`src/rtl/ptw_pkg.sv`:
```
package ptw_pkg;

  localparam int unsigned VaddrWidth = 48;
  localparam int unsigned PaddrWidth = 32;
  localparam int unsigned IndexWidth = 9;
  localparam int unsigned PageShift  = 12;
  localparam int unsigned LargeShift = 21;
  localparam int unsigned PsBit      = 7;

  typedef enum logic {
    CMD_TRANSLATE = 1'b0,
    CMD_RESPONSE  = 1'b1
  } cmd_e;

  typedef enum logic [1:0] {
    KIND_READ       = 2'd0,
    KIND_DONE       = 2'd1,
    KIND_UNEXPECTED = 2'd2
  } kind_e;

  typedef enum logic [1:0] {
    LEVEL_PML4 = 2'd0,
    LEVEL_PDPT = 2'd1,
    LEVEL_PD   = 2'd2,
    LEVEL_PT   = 2'd3
  } level_e;

  typedef struct packed {
    logic                  busy;
    level_e                level;
    logic [VaddrWidth-1:0] vaddr;
  } walk_state_t;

  typedef struct packed {
    kind_e                 kind;
    logic [PaddrWidth-1:0] read_addr;
    logic [PaddrWidth-1:0] phys_addr;
    logic                  large_page;
  } walk_result_t;

  function automatic logic [PaddrWidth-1:0] entry_addr(
    input logic [PaddrWidth-1:0] base,
    input logic [IndexWidth-1:0] idx
  );
    return {base[PaddrWidth-1:PageShift], idx, 3'b000};
  endfunction

endpackage

```
`src/rtl/ptw_step.sv`:
```
module ptw_step (
  input  ptw_pkg::walk_state_t            state_i,
  input  logic                            command_i,
  input  logic [ptw_pkg::VaddrWidth-1:0]  virt_addr_i,
  input  logic [ptw_pkg::PaddrWidth-1:0]  table_base_i,
  input  logic [ptw_pkg::PaddrWidth-1:0]  read_data_i,
  output ptw_pkg::walk_state_t            state_o,
  output ptw_pkg::walk_result_t           result_o
);

  logic [ptw_pkg::VaddrWidth-1:0] sv;

  assign sv = state_i.vaddr;

  always_comb begin
    state_o             = state_i;
    result_o.kind       = ptw_pkg::KIND_READ;
    result_o.read_addr  = '0;
    result_o.phys_addr  = '0;
    result_o.large_page = 1'b0;
    if (command_i == ptw_pkg::CMD_TRANSLATE) begin
      state_o.busy       = 1'b1;
      state_o.level      = ptw_pkg::LEVEL_PML4;
      state_o.vaddr      = virt_addr_i;
      result_o.read_addr = ptw_pkg::entry_addr(table_base_i, virt_addr_i[47:39]);
    end else if (!state_i.busy) begin
      result_o.kind = ptw_pkg::KIND_UNEXPECTED;
    end else begin
      unique case (state_i.level)
        ptw_pkg::LEVEL_PML4: begin
          state_o.level      = ptw_pkg::LEVEL_PDPT;
          result_o.read_addr = ptw_pkg::entry_addr(read_data_i, sv[38:30]);
        end
        ptw_pkg::LEVEL_PDPT: begin
          state_o.level      = ptw_pkg::LEVEL_PD;
          result_o.read_addr = ptw_pkg::entry_addr(read_data_i, sv[29:21]);
        end
        ptw_pkg::LEVEL_PD: begin
          if (read_data_i[ptw_pkg::PsBit]) begin
            state_o.busy        = 1'b0;
            state_o.level       = ptw_pkg::LEVEL_PML4;
            result_o.kind       = ptw_pkg::KIND_DONE;
            result_o.large_page = 1'b1;
            result_o.phys_addr  = {read_data_i[ptw_pkg::PaddrWidth-1:ptw_pkg::LargeShift],
                                   sv[ptw_pkg::LargeShift-1:0]};
          end else begin
            state_o.level      = ptw_pkg::LEVEL_PT;
            result_o.read_addr = ptw_pkg::entry_addr(read_data_i, sv[20:12]);
          end
        end
        ptw_pkg::LEVEL_PT: begin
          state_o.busy       = 1'b0;
          state_o.level      = ptw_pkg::LEVEL_PML4;
          result_o.kind      = ptw_pkg::KIND_DONE;
          result_o.phys_addr = {read_data_i[ptw_pkg::PaddrWidth-1:ptw_pkg::PageShift],
                                sv[ptw_pkg::PageShift-1:0]};
        end
        default: begin
          state_o = state_i;
        end
      endcase
    end
  end

endmodule

```
`src/rtl/page_table_walk_unit.sv`:
```
// Four-level page-table walker for 48-bit virtual addresses. A translate
// transfer (command 0) starts a walk and answers with the address of the
// first-level entry; each response transfer (command 1) carries a 32-bit
// entry and answers with the next entry address, or with the physical
// address once a 2 MiB or 4 KiB page is reached. A translate during a walk
// restarts it, and a response while idle is answered as unexpected. Every
// input transfer yields exactly one result through a single
// output register; a new input is taken every cycle while that register is
// empty or being drained, so the sustained rate is one item per cycle.
module page_table_walk_unit (
  input  logic                            clk_i,
  input  logic                            rst_ni,
  input  logic                            in_valid_i,
  output logic                            in_ready_o,
  input  logic                            command_i,
  input  logic [ptw_pkg::VaddrWidth-1:0]  virt_addr_i,
  input  logic [ptw_pkg::PaddrWidth-1:0]  table_base_i,
  input  logic [ptw_pkg::PaddrWidth-1:0]  read_data_i,
  output logic                            out_valid_o,
  input  logic                            out_ready_i,
  output logic [1:0]                      kind_o,
  output logic [ptw_pkg::PaddrWidth-1:0]  read_addr_o,
  output logic [ptw_pkg::PaddrWidth-1:0]  phys_addr_o,
  output logic                            large_page_o
);

  ptw_pkg::walk_state_t  state_q, state_d;
  ptw_pkg::walk_result_t result_q, result_d;
  logic                  out_valid_q, out_valid_d;
  logic                  accept;

  ptw_step u_step (
    .state_i      (state_q),
    .command_i    (command_i),
    .virt_addr_i  (virt_addr_i),
    .table_base_i (table_base_i),
    .read_data_i  (read_data_i),
    .state_o      (state_d),
    .result_o     (result_d)
  );

  assign in_ready_o  = !out_valid_q || out_ready_i;
  assign accept      = in_valid_i && in_ready_o;
  assign out_valid_d = accept ? 1'b1 : (out_valid_q && !out_ready_i);

  always_ff @(posedge clk_i or negedge rst_ni) begin
    if (!rst_ni) begin
      state_q     <= '0;
      out_valid_q <= 1'b0;
    end else begin
      out_valid_q <= out_valid_d;
      if (accept) begin
        state_q <= state_d;
      end
    end
  end

  always_ff @(posedge clk_i) begin
    if (accept) begin
      result_q <= result_d;
    end
  end

  assign out_valid_o  = out_valid_q;
  assign kind_o       = result_q.kind;
  assign read_addr_o  = result_q.read_addr;
  assign phys_addr_o  = result_q.phys_addr;
  assign large_page_o = result_q.large_page;

endmodule

```
`config.mk`:
```
export PLATFORM = sky130hd
export DESIGN_NAME = page_table_walk_unit
export DESIGN_NICKNAME = d
export VERILOG_FILES = /design/src/rtl/ptw_pkg.sv /design/src/rtl/ptw_step.sv /design/src/rtl/page_table_walk_unit.sv
export SDC_FILE = /design/constraint.sdc
export NUM_CORES = 1
export LEC_CHECK = 0
export ABC_CLOCK_PERIOD_IN_PS = 1700
export BUFFER_PORTS_ARGS = -buffer_cell sky130_fd_sc_hd__buf_2
export CAP_MARGIN = 20
export CORE_MARGIN = 2
export CORE_UTILIZATION = 44
export CTS_BUF_LIST = sky130_fd_sc_hd__clkbuf_8 sky130_fd_sc_hd__clkbuf_16
export DETAILED_ROUTE_END_ITERATION = 10
export PLACE_DENSITY = 0.84
export SLEW_MARGIN = 20
export SYNTH_ARGS = -nofsm -noshare
export SYNTH_HDL_FRONTEND = slang
export SYNTH_SLANG_ARGS = --single-unit
```
`constraint.sdc`:
```
create_clock -name clk_i -period 1.7 [get_ports clk_i]
set_input_delay 0.17 -clock clk_i [delete_from_list [all_inputs] [get_ports clk_i]]
set_output_delay 0.17 -clock clk_i [all_outputs]
set_load 0.02 [all_outputs]
```
Word-level counts from Yosys, hierarchy flattened
Index checks and enable logic that the tools add are counted.

Bits of input ports: 117. Output and inout port bits: 69. Logic and storage cells: 42. Register bits after elaboration: 110.

Reduce and logical (&&, ||, !) cells: 10. Eq/ne operators: 4. Bitwise logic cells: 1. Muxes and demuxes: 17.

Operator list (count): 51-bit two-way mux (2); 32-bit one-hot mux with 3 select lines (1); 65-bit two-way mux (1); 32-bit two-way mux (2); 32-bit one-hot mux with 2 select lines (1); 33-bit two-way mux (1); 2-bit one-hot mux with 4 select lines (1); 2-bit AND reduction (3); 2-bit == test, second input constant (2); 1-bit two-way mux (4); 2-bit two-way mux (2); 2-bit one-hot mux with 2 select lines (1); 3-bit AND reduction (1); 2-bit by 1-bit == test with 1-bit output, second input constant (1); 1-bit logical AND (2); 1-bit logical NOT (2); 2-bit logical NOT (1); 2-bit by 1-bit != test with 1-bit output, second input constant (1); 1-bit one-hot mux with 2 select lines (1); 1-bit logical OR (1); 1-bit NOT (1).

Depth between registers and ports, before layout
Gate-level depths: netlist (run 1).

Depth after elaboration: 4. Gate-level depth with buffers: 5. Mapped depth without buffers: 3.

Cells and area by module
A second synthesis (run 1) with hierarchy kept.

Cell total of the unflattened synthesis: 379. Area, all modules: 5582.9 um2.

By module, submodules not included: page_table_walk_unit (times used 1, area an instance 4162.7 um2, cells an instance 179, sequential area each 3313.2 um2); ptw_step (times used 1, area an instance 1420.1 um2, cells an instance 200, sequential area each 0.0 um2).

Worst setup path after synthesis (run 1)
Ideal clock, no wire load.

Path type: flip-flop to flip-flop. Start point: register out_valid_q, in the netlist out_valid_o. End point: register result_q, in the netlist kind_o[0], enable pin. Clock period less this slack: 1.911 ns. Cell stages (with the launch flop): 3. Path buffers: 0. Arrival time: 1.517 ns. Setup time: 0.394 ns. Setup slack: -0.211 ns. Data required time: 1.306 ns. Cell sequence: dfrtp_1 nand2b_4 and2_2.

Longest elaborated chain between the ends: 3.

Ends and longest elaborated chain: start: declaration (line page_table_walk_unit.sv:29) `logic out_valid_q, out_valid_d;`; start signal: assignment (line page_table_walk_unit.sv:51) `out_valid_q <= out_valid_d;`; 1-bit logical NOT (line page_table_walk_unit.sv:42) `assign in_ready_o = !out_valid_q || out_ready_i;`; 1-bit logical OR (line page_table_walk_unit.sv:42); via in_ready_o (line page_table_walk_unit.sv:14) `output logic in_ready_o,`; 1-bit logical AND (line page_table_walk_unit.sv:43) `assign accept = in_valid_i && in_ready_o;`; via accept (line page_table_walk_unit.sv:30) `logic accept;`; end signal: assignment (line page_table_walk_unit.sv:60) `result_q <= result_d;`; end: declaration (line page_table_walk_unit.sv:28) `ptw_pkg::walk_result_t result_q, result_d;`.

The timed path passes the listed nets, and every way through them passes these cells. A chain may end at the register's enable or synchronous reset.

Worst setup path after layout (run 1)
Start point: register out_valid_q, in the netlist out_valid_o. End point: register state_q[23] in the netlist's numbering.

Longest elaborated chain between the ends: 4.

Ends and longest elaborated chain: 1-bit logical NOT (line page_table_walk_unit.sv:42); 1-bit logical OR (line page_table_walk_unit.sv:42); 1-bit logical AND (line page_table_walk_unit.sv:43); 2-bit AND reduction (no source line); end signal: assignment (line page_table_walk_unit.sv:53) `state_q <= state_d;`; end: declaration (line page_table_walk_unit.sv:27) `ptw_pkg::walk_state_t state_q, state_d;`.

No other way between the ends.

==> qor.txt, run 1 <==
pin count of the biggest net entering global routing: 28
area growth from synthesis to layout: 25.60%
initial DRC count: 200
cts bufs inserted: 9
# nets final: 576
Logic pwr share: 0.272
DR DRC count: 0
Worst Path Class, Setup: reg2reg
min Tclk post-route: 1508 ps
synthesized flop and latch total: 107
Clock Latency Late Sink: 360 ps
clk buf depth: 2
CTS H-Tree Depth: 3
pins over their slew limit: 0
CP Max Fanout: 14
chip height: 106.2 um
Final setup viols: 0
Yosys top cell area share: 0.4178
total track usage: 0.1825
Core Rows: 37
crit share post-route: 0.8873
width of the die: 106.2 um
Filler Cell Count: 823
HPWL after DPL: 7.540 mm
power share of the sequential group: 0.518
placer congestion estimate: 0.8616
most common cell after layout, fill and taps aside: buf_2
crit-path cells: nand2b_4, and3_4, buf_12, mux2_4
area of the die: 11290 um^2
status: completed
CTS Sinks: 107
internal power: 4.564 mW
final core utilization: 0.5646
TNS Setup: 0 ps
mapped cell area: 4599 um^2
CTS tree: built
worst slack, placed: 0.2583 ps
fraction of layout cells with a size suffix above 1: 0.5065
worst min path class: in2reg
first-pass GRT wire length: 15.71 mm
Synth area leader: edfxtp_1
clock transition at the registers of the reported paths: 110 ps
CP peak stage delay: 410 ps
fmax: 663.0 MHz
Switching Fraction: 0.3025
Port Buf Inserts: 159
CTS root buf: clkbuf_8
final cell count without fillers: 600
total wire length: 10.32 mm
Via density: 5.213
final hold viol count: 0
DRT Pass-1 Iters: 5
IO Count: 186
dpl cells: 583
initial antenna violation count: 0
placed instance area: 5592 um^2
Netlist cell types: 31
Avg Inst Size Synth: 15.81 um^2
# diodes: 0
Startpoint Class: flip-flop
maxcap violations: 0
Final Skew: 14.34 ps
Starting Density: 0.4496
vias in the first global route: 3153
Max VDD drop: 0.0005282 V
Pwr Density: 1133 nW/um^2
postcts setup bufs: 0
worst setup margin: 191.7 ps
vias: 3128
Final Cell Area: 5777 um^2
Ys Warns: 0
Cells after Synth: 291
CORE AREA: 10230 um^2
Area contributors post-synth: edfxtp_1 42%, dfrtp_1 23%, mux2_4 13%
most frequent cells in the layout: 159 x buf_2, 64 x edfxtp_1, 43 x dfrtp_1, 39 x mux2_4, 23 x and2_1
CP max stage cell: dfrtp_1
Crit path arrival time: 1750 ps
CP Data Required Time: 1950 ps
clock power share: 0.210
endpoint class of the critical path: flip-flop
Leak: 2.600 nW
Net Switching: 1.979 mW
register area share after synthesis: 0.6518
RSZ-0062 raised after global routing: false
routed len/inst: 17.20 um
Antenna Nets Post-Route: 0
remaining global-route overflow: 0
[area by class of cell]
| cell class | instances | area [um^2] | share of cell area |
|---|---|---|---|
| clock inverter | 7 | 46.29 | 0.008014 |
| clock buffer | 9 | 123.9 | 0.02144 |
| inverter | 12 | 45.04 | 0.007797 |
| timing repair buffer | 178 | 1003 | 0.1737 |
| tap | 136 | 170.2 | 0.02946 |
| sequential | 107 | 2998 | 0.5190 |
| multi-input combinational | 151 | 1390 | 0.2406 |
[routing by layer]
layer  GRT usage  share of wire  wire (um)  vias to the layer above
li1            -              -          -                     1427
met1      0.2327           0.41       4265                     1517
met2      0.2962           0.49       5042                      164
met3     0.04414          0.074        767                       20
met4     0.08177          0.023        242                        0
met5           0              0          0                        -
[worst max-delay path: cells and delay by family (launching register included)]
family | cells | cell delay (ps)
simple gates | 2 | 460
flops | 1 | 410
buf+inv | 1 | 210
mux | 1 | 310
[flip-flops by register name, summed over array words and instances, names as in the netlist]
name / cells
kind_o: 2
out_valid_o: 1
phys_addr_o: 32
state_q: 42
large_page_o: 1
read_addr_o: 29
[logic make-up (layout without fill, tap and decap cells)]
kind of cell,Yosys count,count (layout),synth area share
compound gates,61,61,0.1104
mux,39,39,0.1273
other cells,1,3,0.0008153
flops,107,107,0.6518
simple gates,48,48,0.06066
buf+inv,35,206,0.04896
[power groups by stage]
stage	clock [mW]	sequential, mW	combinational (mW)
2_1_floorplan	0	3.59	1.00
3_3_place_gp	0	3.42	1.71
3_5_place_dp	0	3.44	1.77
4_1_cts	1.41	3.39	1.78
5_1_grt	1.51	3.42	1.92
6_report	1.38	3.39	1.78
[worst paths after layout]
check	start	end	slack [ps]	depth (start not counted)
worst max-delay path	out_valid_o	state_q[23]	190	4
worst min-delay path	virt_addr_i[25]	state_q[25]	30	2
worst max register to register	out_valid_o	state_q[23]	190	4
worst min register to register	state_q[3]	state_q[3]	510	1
max in group asynchronous	rst_ni	state_q[9]	810	3
min in group asynchronous	rst_ni	state_q[21]	300	2
[stage by stage]
stage | total power, mW | hold slack [ps]
floorplan | 4.594 | -125.6
global placement | 5.127 | 160.5
detailed placement | 5.211 | 165.6
CTS | 6.571 | 13.56
global route | 6.857 | 3.478
finish | 6.543 | 25.47
[synthesized netlist by cell type]
library cell,n
clkbuf_1,9
conb_1,1
dfrtp_1,43
buf_4,4
edfxtp_1,64
nand4_1,1
a211oi_1,1
nand3_1,3
o21a_1,1
and3_4,1
buf_6,1
and2_2,1
nor2b_1,3
nand2_1,1
and2_1,23
a21boi_0,9
nand2b_4,1
a22oi_1,9
a22o_1,21
inv_1,11
o32ai_1,9
a221oi_1,9
buf_2,5
nor2_1,12
mux2_4,39
a21o_1,1
a2bb2oi_1,1
nand2b_1,1
clkinv_1,1
or2b_1,1
buf_12,4
[repair_timing]
action / 4_1_cts / 5_1_grt
pin swaps: 0 / 0
endpoints found under the setup margin: 1 / 3
gates resized for setup: 1 / 1
hold buffers: 1 / 0
endpoints found under the hold margin: 20 / 0
gates cloned: 0 / 0
Note: power is estimated with default switching activity, not from simulation.
==> run 2, diff against run 1 <==
REMOVE_ABC_BUFFERS = 1   (was unset)
==> qor.txt, run 2 (synthesized netlist as in run 1, its figures left out) <==
final cell count without fillers: 598 (-0.33%)
TNS Setup: 0 ps (unchanged)
endpoint class of the critical path: flip-flop
cts bufs inserted: 9 (unchanged)
crit share post-route: 0.9156 (+0.02837)
CP Max Fanout: 12 (-2)
postcts setup bufs: 0 (unchanged)
initial DRC count: 137 (-32%)
vias: 3076 (-1.7%)
clock transition at the registers of the reported paths: 100 ps (about the same)
first-pass GRT wire length: 16.24 mm (+3.4%)
CTS tree: built
Biggest register: state_q
CORE AREA: 10230 um^2 (unchanged)
RSZ-0062 raised after global routing: false
IO Count: 186 (unchanged)
maxcap violations: 0 (unchanged)
Antenna Nets Post-Route: 0 (unchanged)
chip height: 106.2 um (unchanged)
Pwr Density: 1137 nW/um^2 (+0.38%)
max FFs per register: 42 (unchanged)
routed len/inst: 17.74 um (+3.2%)
width of the die: 106.2 um (unchanged)
total track usage: 0.1905 (+0.008033)
Starting Density: 0.4496 (unchanged)
fmax: 642.4 MHz (-3.1%)
total wire length: 10.61 mm (+2.8%)
clk buf depth: 2 (unchanged)
Final Skew: 8.572 ps (-5.765 ps)
Final setup viols: 0 (unchanged)
min Tclk post-route: 1557 ps (+48.23 ps)
CP Data Required Time: 1950 ps (about the same)
area growth from synthesis to layout: 24.76%
DR DRC count: 0 (unchanged)
worst min path class: in2reg
relative slew slack: 0.4673
status: completed
placer congestion estimate: 0.7597 (-12%)
pin count of the biggest net entering global routing: 49 (+75%)
CTS Sinks: 107 (unchanged)
vias in the first global route: 3146 (-0.22%)
remaining global-route overflow: 0 (unchanged)
# nets final: 574 (-0.35%)
Leak: 2.591 nW (-0.34%)
DR top layer: met4
most frequent cells in the layout: 159 x buf_2, 64 x edfxtp_1, 43 x dfrtp_1, 39 x mux2_4, 23 x and2_1
most common cell after layout, fill and taps aside: buf_2
Max VDD drop: 0.0004532 V (-14%)
CTS root buf: clkbuf_8
Worst Tran Pin Value: 797.4 ps
Clock Latency Late Sink: 360 ps (about the same)
met3 wire len: 674 um (-12%)
Met2 Wirelength: 5.155 mm (+2.2%)
dpl cells: 581 (-0.34%)
Crit path arrival time: 1800 ps (+50 ps)
Worst Path Class, Setup: reg2reg
Startpoint Class: flip-flop
Core Rows: 37 (unchanged)
M1 WL: 4.674 mm (+9.6%)
area of the die: 11290 um^2 (unchanged)
HPWL after DPL: 7.470 mm (-0.92%)
initial antenna violation count: 0 (unchanged)
# diodes: 0 (unchanged)
Port Buf Inserts: 159 (unchanged)
final hold viol count: 0 (unchanged)
fraction of layout cells with a size suffix above 1: 0.5043 (-0.002137)
CTS H-Tree Depth: 3 (unchanged)
Via density: 5.144 (-1.3%)
DRT Pass-1 Iters: 4 (-1)
pins over their slew limit: 0 (unchanged)
[run 2: per-stage QoR]
step / utilization / hold slack (ps) / instance area, um^2 / power, mW / setup WS (ps)
4_1_cts: 0.5608 / 11.79 / 5738 / 6.571 / 146.2
6_report: 0.5608 / 29.88 / 5738 / 6.524 / 143.4
3_5_place_dp: 0.5440 / 305.1 / 5565 / 5.228 / 22.20
2_1_floorplan: - / -125.6 / 4427 / 4.506 / -228.8
5_1_grt: 0.5608 / 8.149 / 5738 / 6.859 / 1.721
3_3_place_gp: 0.5440 / 273.3 / 5565 / 5.148 / 87.63
[run 2: power by group]
| part | internal [mW] | leakage [nW] | switching, mW |
|---|---|---|---|
| clock | 0.517 | 0.0879 | 0.836 |
| combinational | 0.837 | 1.37 | 0.937 |
| sequential | 3.19 | 1.13 | 0.205 |
[run 2: worst paths after layout]
path	from	to	slack (ps)	cells past startpoint
worst min-delay path	virt_addr_i[10]	state_q[10]	30	2
worst max-delay path	out_valid_o	state_q[26]	140	4
min in group asynchronous	rst_ni	state_q[14]	470	3
max in group asynchronous	rst_ni	state_q[2]	820	3
worst min register to register	state_q[3]	state_q[3]	510	1
worst max register to register	out_valid_o	state_q[26]	140	4
[run 2: repair_timing]
action,CTS,global route
resized for setup,1,0
setup endpoints to repair,1,0
hold buffers,1,0
hold endpoints to repair,43,0
[run 2: layout make-up]
cell class | count | area (um^2)
clock buffers | 9 | 123.9
clock inverters | 7 | 36.28
fillers | 845 | 4493
inverters | 12 | 45.04
multi-input cells | 151 | 1389
flip-flops and latches | 107 | 2998
well taps | 136 | 170.2
repair buffers | 176 | 975.9
[run 2: worst max-delay path, cell delays in order, from the launching register on]
cell and delay (ps):
dfrtp_1 430, nand2b_4 120, and3_4 390, buf_12 200, mux2_4 300
[run 2: per-layer routing]
layer / vias to the layer above / GRT usage
met1: 1517 / 0.2522
met3: 9 / 0.03985
met5: - / 0
li1: 1418 / -
met2: 132 / 0.3136
met4: 0 / 0.06391
==> run 3, diff against run 2 <==
ABC_CLOCK_PERIOD_IN_PS = 1590   (was 1700)
CORE_UTILIZATION = 48   (was 44)
PLACE_DENSITY = 0.86   (was 0.84)
REMOVE_ABC_BUFFERS = unset   (was 1)
clock period = 1.59 ns   (was 1.7 ns; I/O delays follow)
==> qor.txt, run 3 (synthesized netlist as in run 1, its figures left out) <==
Met2 Wirelength: 4.962 mm (-3.7%)
hold depth: 2 (unchanged)
Final Skew: 17.60 ps (+9.026 ps)
Worst Tran Pin Value: 567.5 ps (-229.8 ps)
status: completed
area of the die: 10380 um^2 (-8.0%)
clock transition at the registers of the reported paths: 120 ps (+20 ps)
worst min path class: in2reg
pins over their slew limit: 0 (unchanged)
Crit path arrival time: 1780 ps (-20 ps)
width of the die: 101.9 um (-4.1%)
CP Max Fanout: 15 (+3)
Antenna Nets Post-Route: 0 (unchanged)
Port Buf Inserts: 159 (unchanged)
Startpoint Class: flip-flop
Clock Latency Late Sink: 370 ps (about the same)
CP peak stage delay: 430 ps (about the same)
CORE AREA: 9284 um^2 (-9.3%)
chip height: 101.9 um (-4.1%)
DRT Pass-1 Iters: 6 (+2)
most common cell after layout, fill and taps aside: buf_2
cts bufs inserted: 9 (unchanged)
CTS tree: built
IO Count: 186 (unchanged)
final cell count without fillers: 599 (+0.17%)
vias: 3072 (-0.13%)
Leak: 2.649 nW (+2.2%)
max FFs per register: 42 (unchanged)
# nets final: 582 (+1.4%)
Core Rows: 35 (-5.4%)
maxcap violations: 0 (unchanged)
DR top layer: met4
R2R Setup Slk: 60 ps (-80 ps)
total wire length: 10.08 mm (-4.9%)
M1 WL: 4.272 mm (-8.6%)
first-pass GRT wire length: 14.77 mm (-9.1%)
Logic pwr share: 0.269 (-0.003)
crit-path cells: nand2b_4, and3_4, buf_12, mux2_4
worst r2r src: out_valid_o
most frequent cells in the layout: 159 x buf_2, 64 x edfxtp_1, 43 x dfrtp_1, 39 x mux2_4, 23 x and2_1
HPWL after DPL: 7.352 mm (-1.6%)
crit path to: state_q[22]
dpl cells: 576 (-0.86%)
clk buf depth: 2 (unchanged)
Final Power: 7.136 mW (+9.4%)
crit share post-route: 0.9612 (+0.04555)
CP max stage cell: dfrtp_1
routed len/inst: 16.83 um (-5.1%)
CP Buf/Inv Count: 1 (unchanged)
remaining global-route overflow: 0 (unchanged)
Biggest register: state_q
vias in the first global route: 2942 (-6.5%)
number of cells on the critical path: 4 (unchanged)
final hold viol count: 0 (unchanged)
Final setup viols: 0 (unchanged)
met3 wire len: 651 um (-3.4%)
fmax: 654.3 MHz (+1.9%)
min Tclk post-route: 1528 ps (-28.29 ps)
Net Switching: 2.177 mW (+10%)
endpoint class of the critical path: flip-flop
relative slew slack: 0.6216 (+0.1543)
initial antenna violation count: 0 (unchanged)
worst setup margin: 61.71 ps (-81.71 ps)
Worst R2R End: state_q[22]
CTS H-Tree Depth: 3 (unchanged)
CTS Sinks: 107 (unchanged)
DR DRC count: 0 (unchanged)
initial DRC count: 196 (+43%)
Critical path origin: out_valid_o
total track usage: 0.1901 (-0.0003984)
clock power share: 0.222 (+0.015)
CP delay by family, top: simple AND/OR/NAND/NOR gates
pin count of the biggest net entering global routing: 25 (-49%)
internal power: 4.958 mW (+9.1%)
power share of the sequential group: 0.509 (-0.012)
Max VDD drop: 0.0005048 V (+11%)
# diodes: 0 (unchanged)
Worst Path Class, Setup: reg2reg
CP Data Required Time: 1840 ps (-110 ps)
postcts setup bufs: 0 (unchanged)
Pwr Density: 1215 nW/um^2 (+6.9%)
Switching Fraction: 0.3051 (+0.001978)
worst slack, placed: -135.3 ps (-157.5 ps)
Starting Density: 0.4954 (+0.04586)
Worst R2R Path Depth: 4 (unchanged)
CTS root buf: clkbuf_8
placer congestion estimate: 0.7799 (+2.7%)
area growth from synthesis to layout: 27.69%
Via density: 5.129 (-0.30%)
RSZ-0062 raised after global routing: false
fraction of layout cells with a size suffix above 1: 0.5043 (about the same)
## run 3: cell types whose count changed in the layout (fill, tap and decap cells not counted), sizes merged
| cell | change |
|---|---|
| buf | +2 |
| inv | +1 |
| clkinv | -1 |
| dlygate4sd3 | +6 |
## run 3: worst min path at each step
stage,from,end,slack (ps)
final,virt_addr_i[14],state_q[14],20
after floorplan,rst_ni,out_valid_o,-140
after CTS,virt_addr_i[15],state_q[15],0.8
after global routing,virt_addr_i[30],state_q[30],2
after global placement,rst_ni,state_q[18],170
after detailed placement,rst_ni,state_q[18],180
## run 3: power groups by stage
stage	clock (mW)	combinational, mW	sequential [mW]
after detailed placement	0	1.90	3.69
after global placement	0	1.84	3.67
after CTS	1.62	1.91	3.63
after global routing	1.72	2.08	3.68
after floorplan	0	1.07	3.84
final	1.58	1.92	3.63
## run 3: layout make-up
cell class | count | area [um^2]
Fill cell | 719 | 3411
Timing Repair Buffer | 184 | 1089
Inverter | 12 | 45.04
Multi-Input combinational cell | 151 | 1395
Sequential cell | 107 | 2998
Tap cell | 129 | 161.4
Clock buffer | 9 | 123.9
Clock inverter | 7 | 61.31
## run 3: per-stage QoR
stage / area, um^2 / hold slack (ps) / util / TNS [ps]
after floorplan: 4608 / -136.6 / - / 0
after detailed placement: 5608 / 181.1 / 0.6040 / -747.0
after global routing: 5873 / 2.195 / 0.6326 / 0
final: 5873 / 17.55 / 0.6326 / 0
after global placement: 5608 / 172.3 / 0.6040 / -136.9
after CTS: 5846 / 0.7610 / 0.6297 / 0
## run 3: routing by layer
layer | GRT usage | vias up
met3 | 0.03557 | 15
met1 | 0.2506 | 1487
met5 | 0 | -
met4 | 0.07692 | 0
met2 | 0.3133 | 136
li1 | - | 1434
## run 3: timing repair
action                                  CTS  global route
endpoints found under the hold margin    27             2
endpoints found under the setup margin    9             9
hold buffers                              5             2
pin swaps                                 0             0
gates resized for setup                   1             2
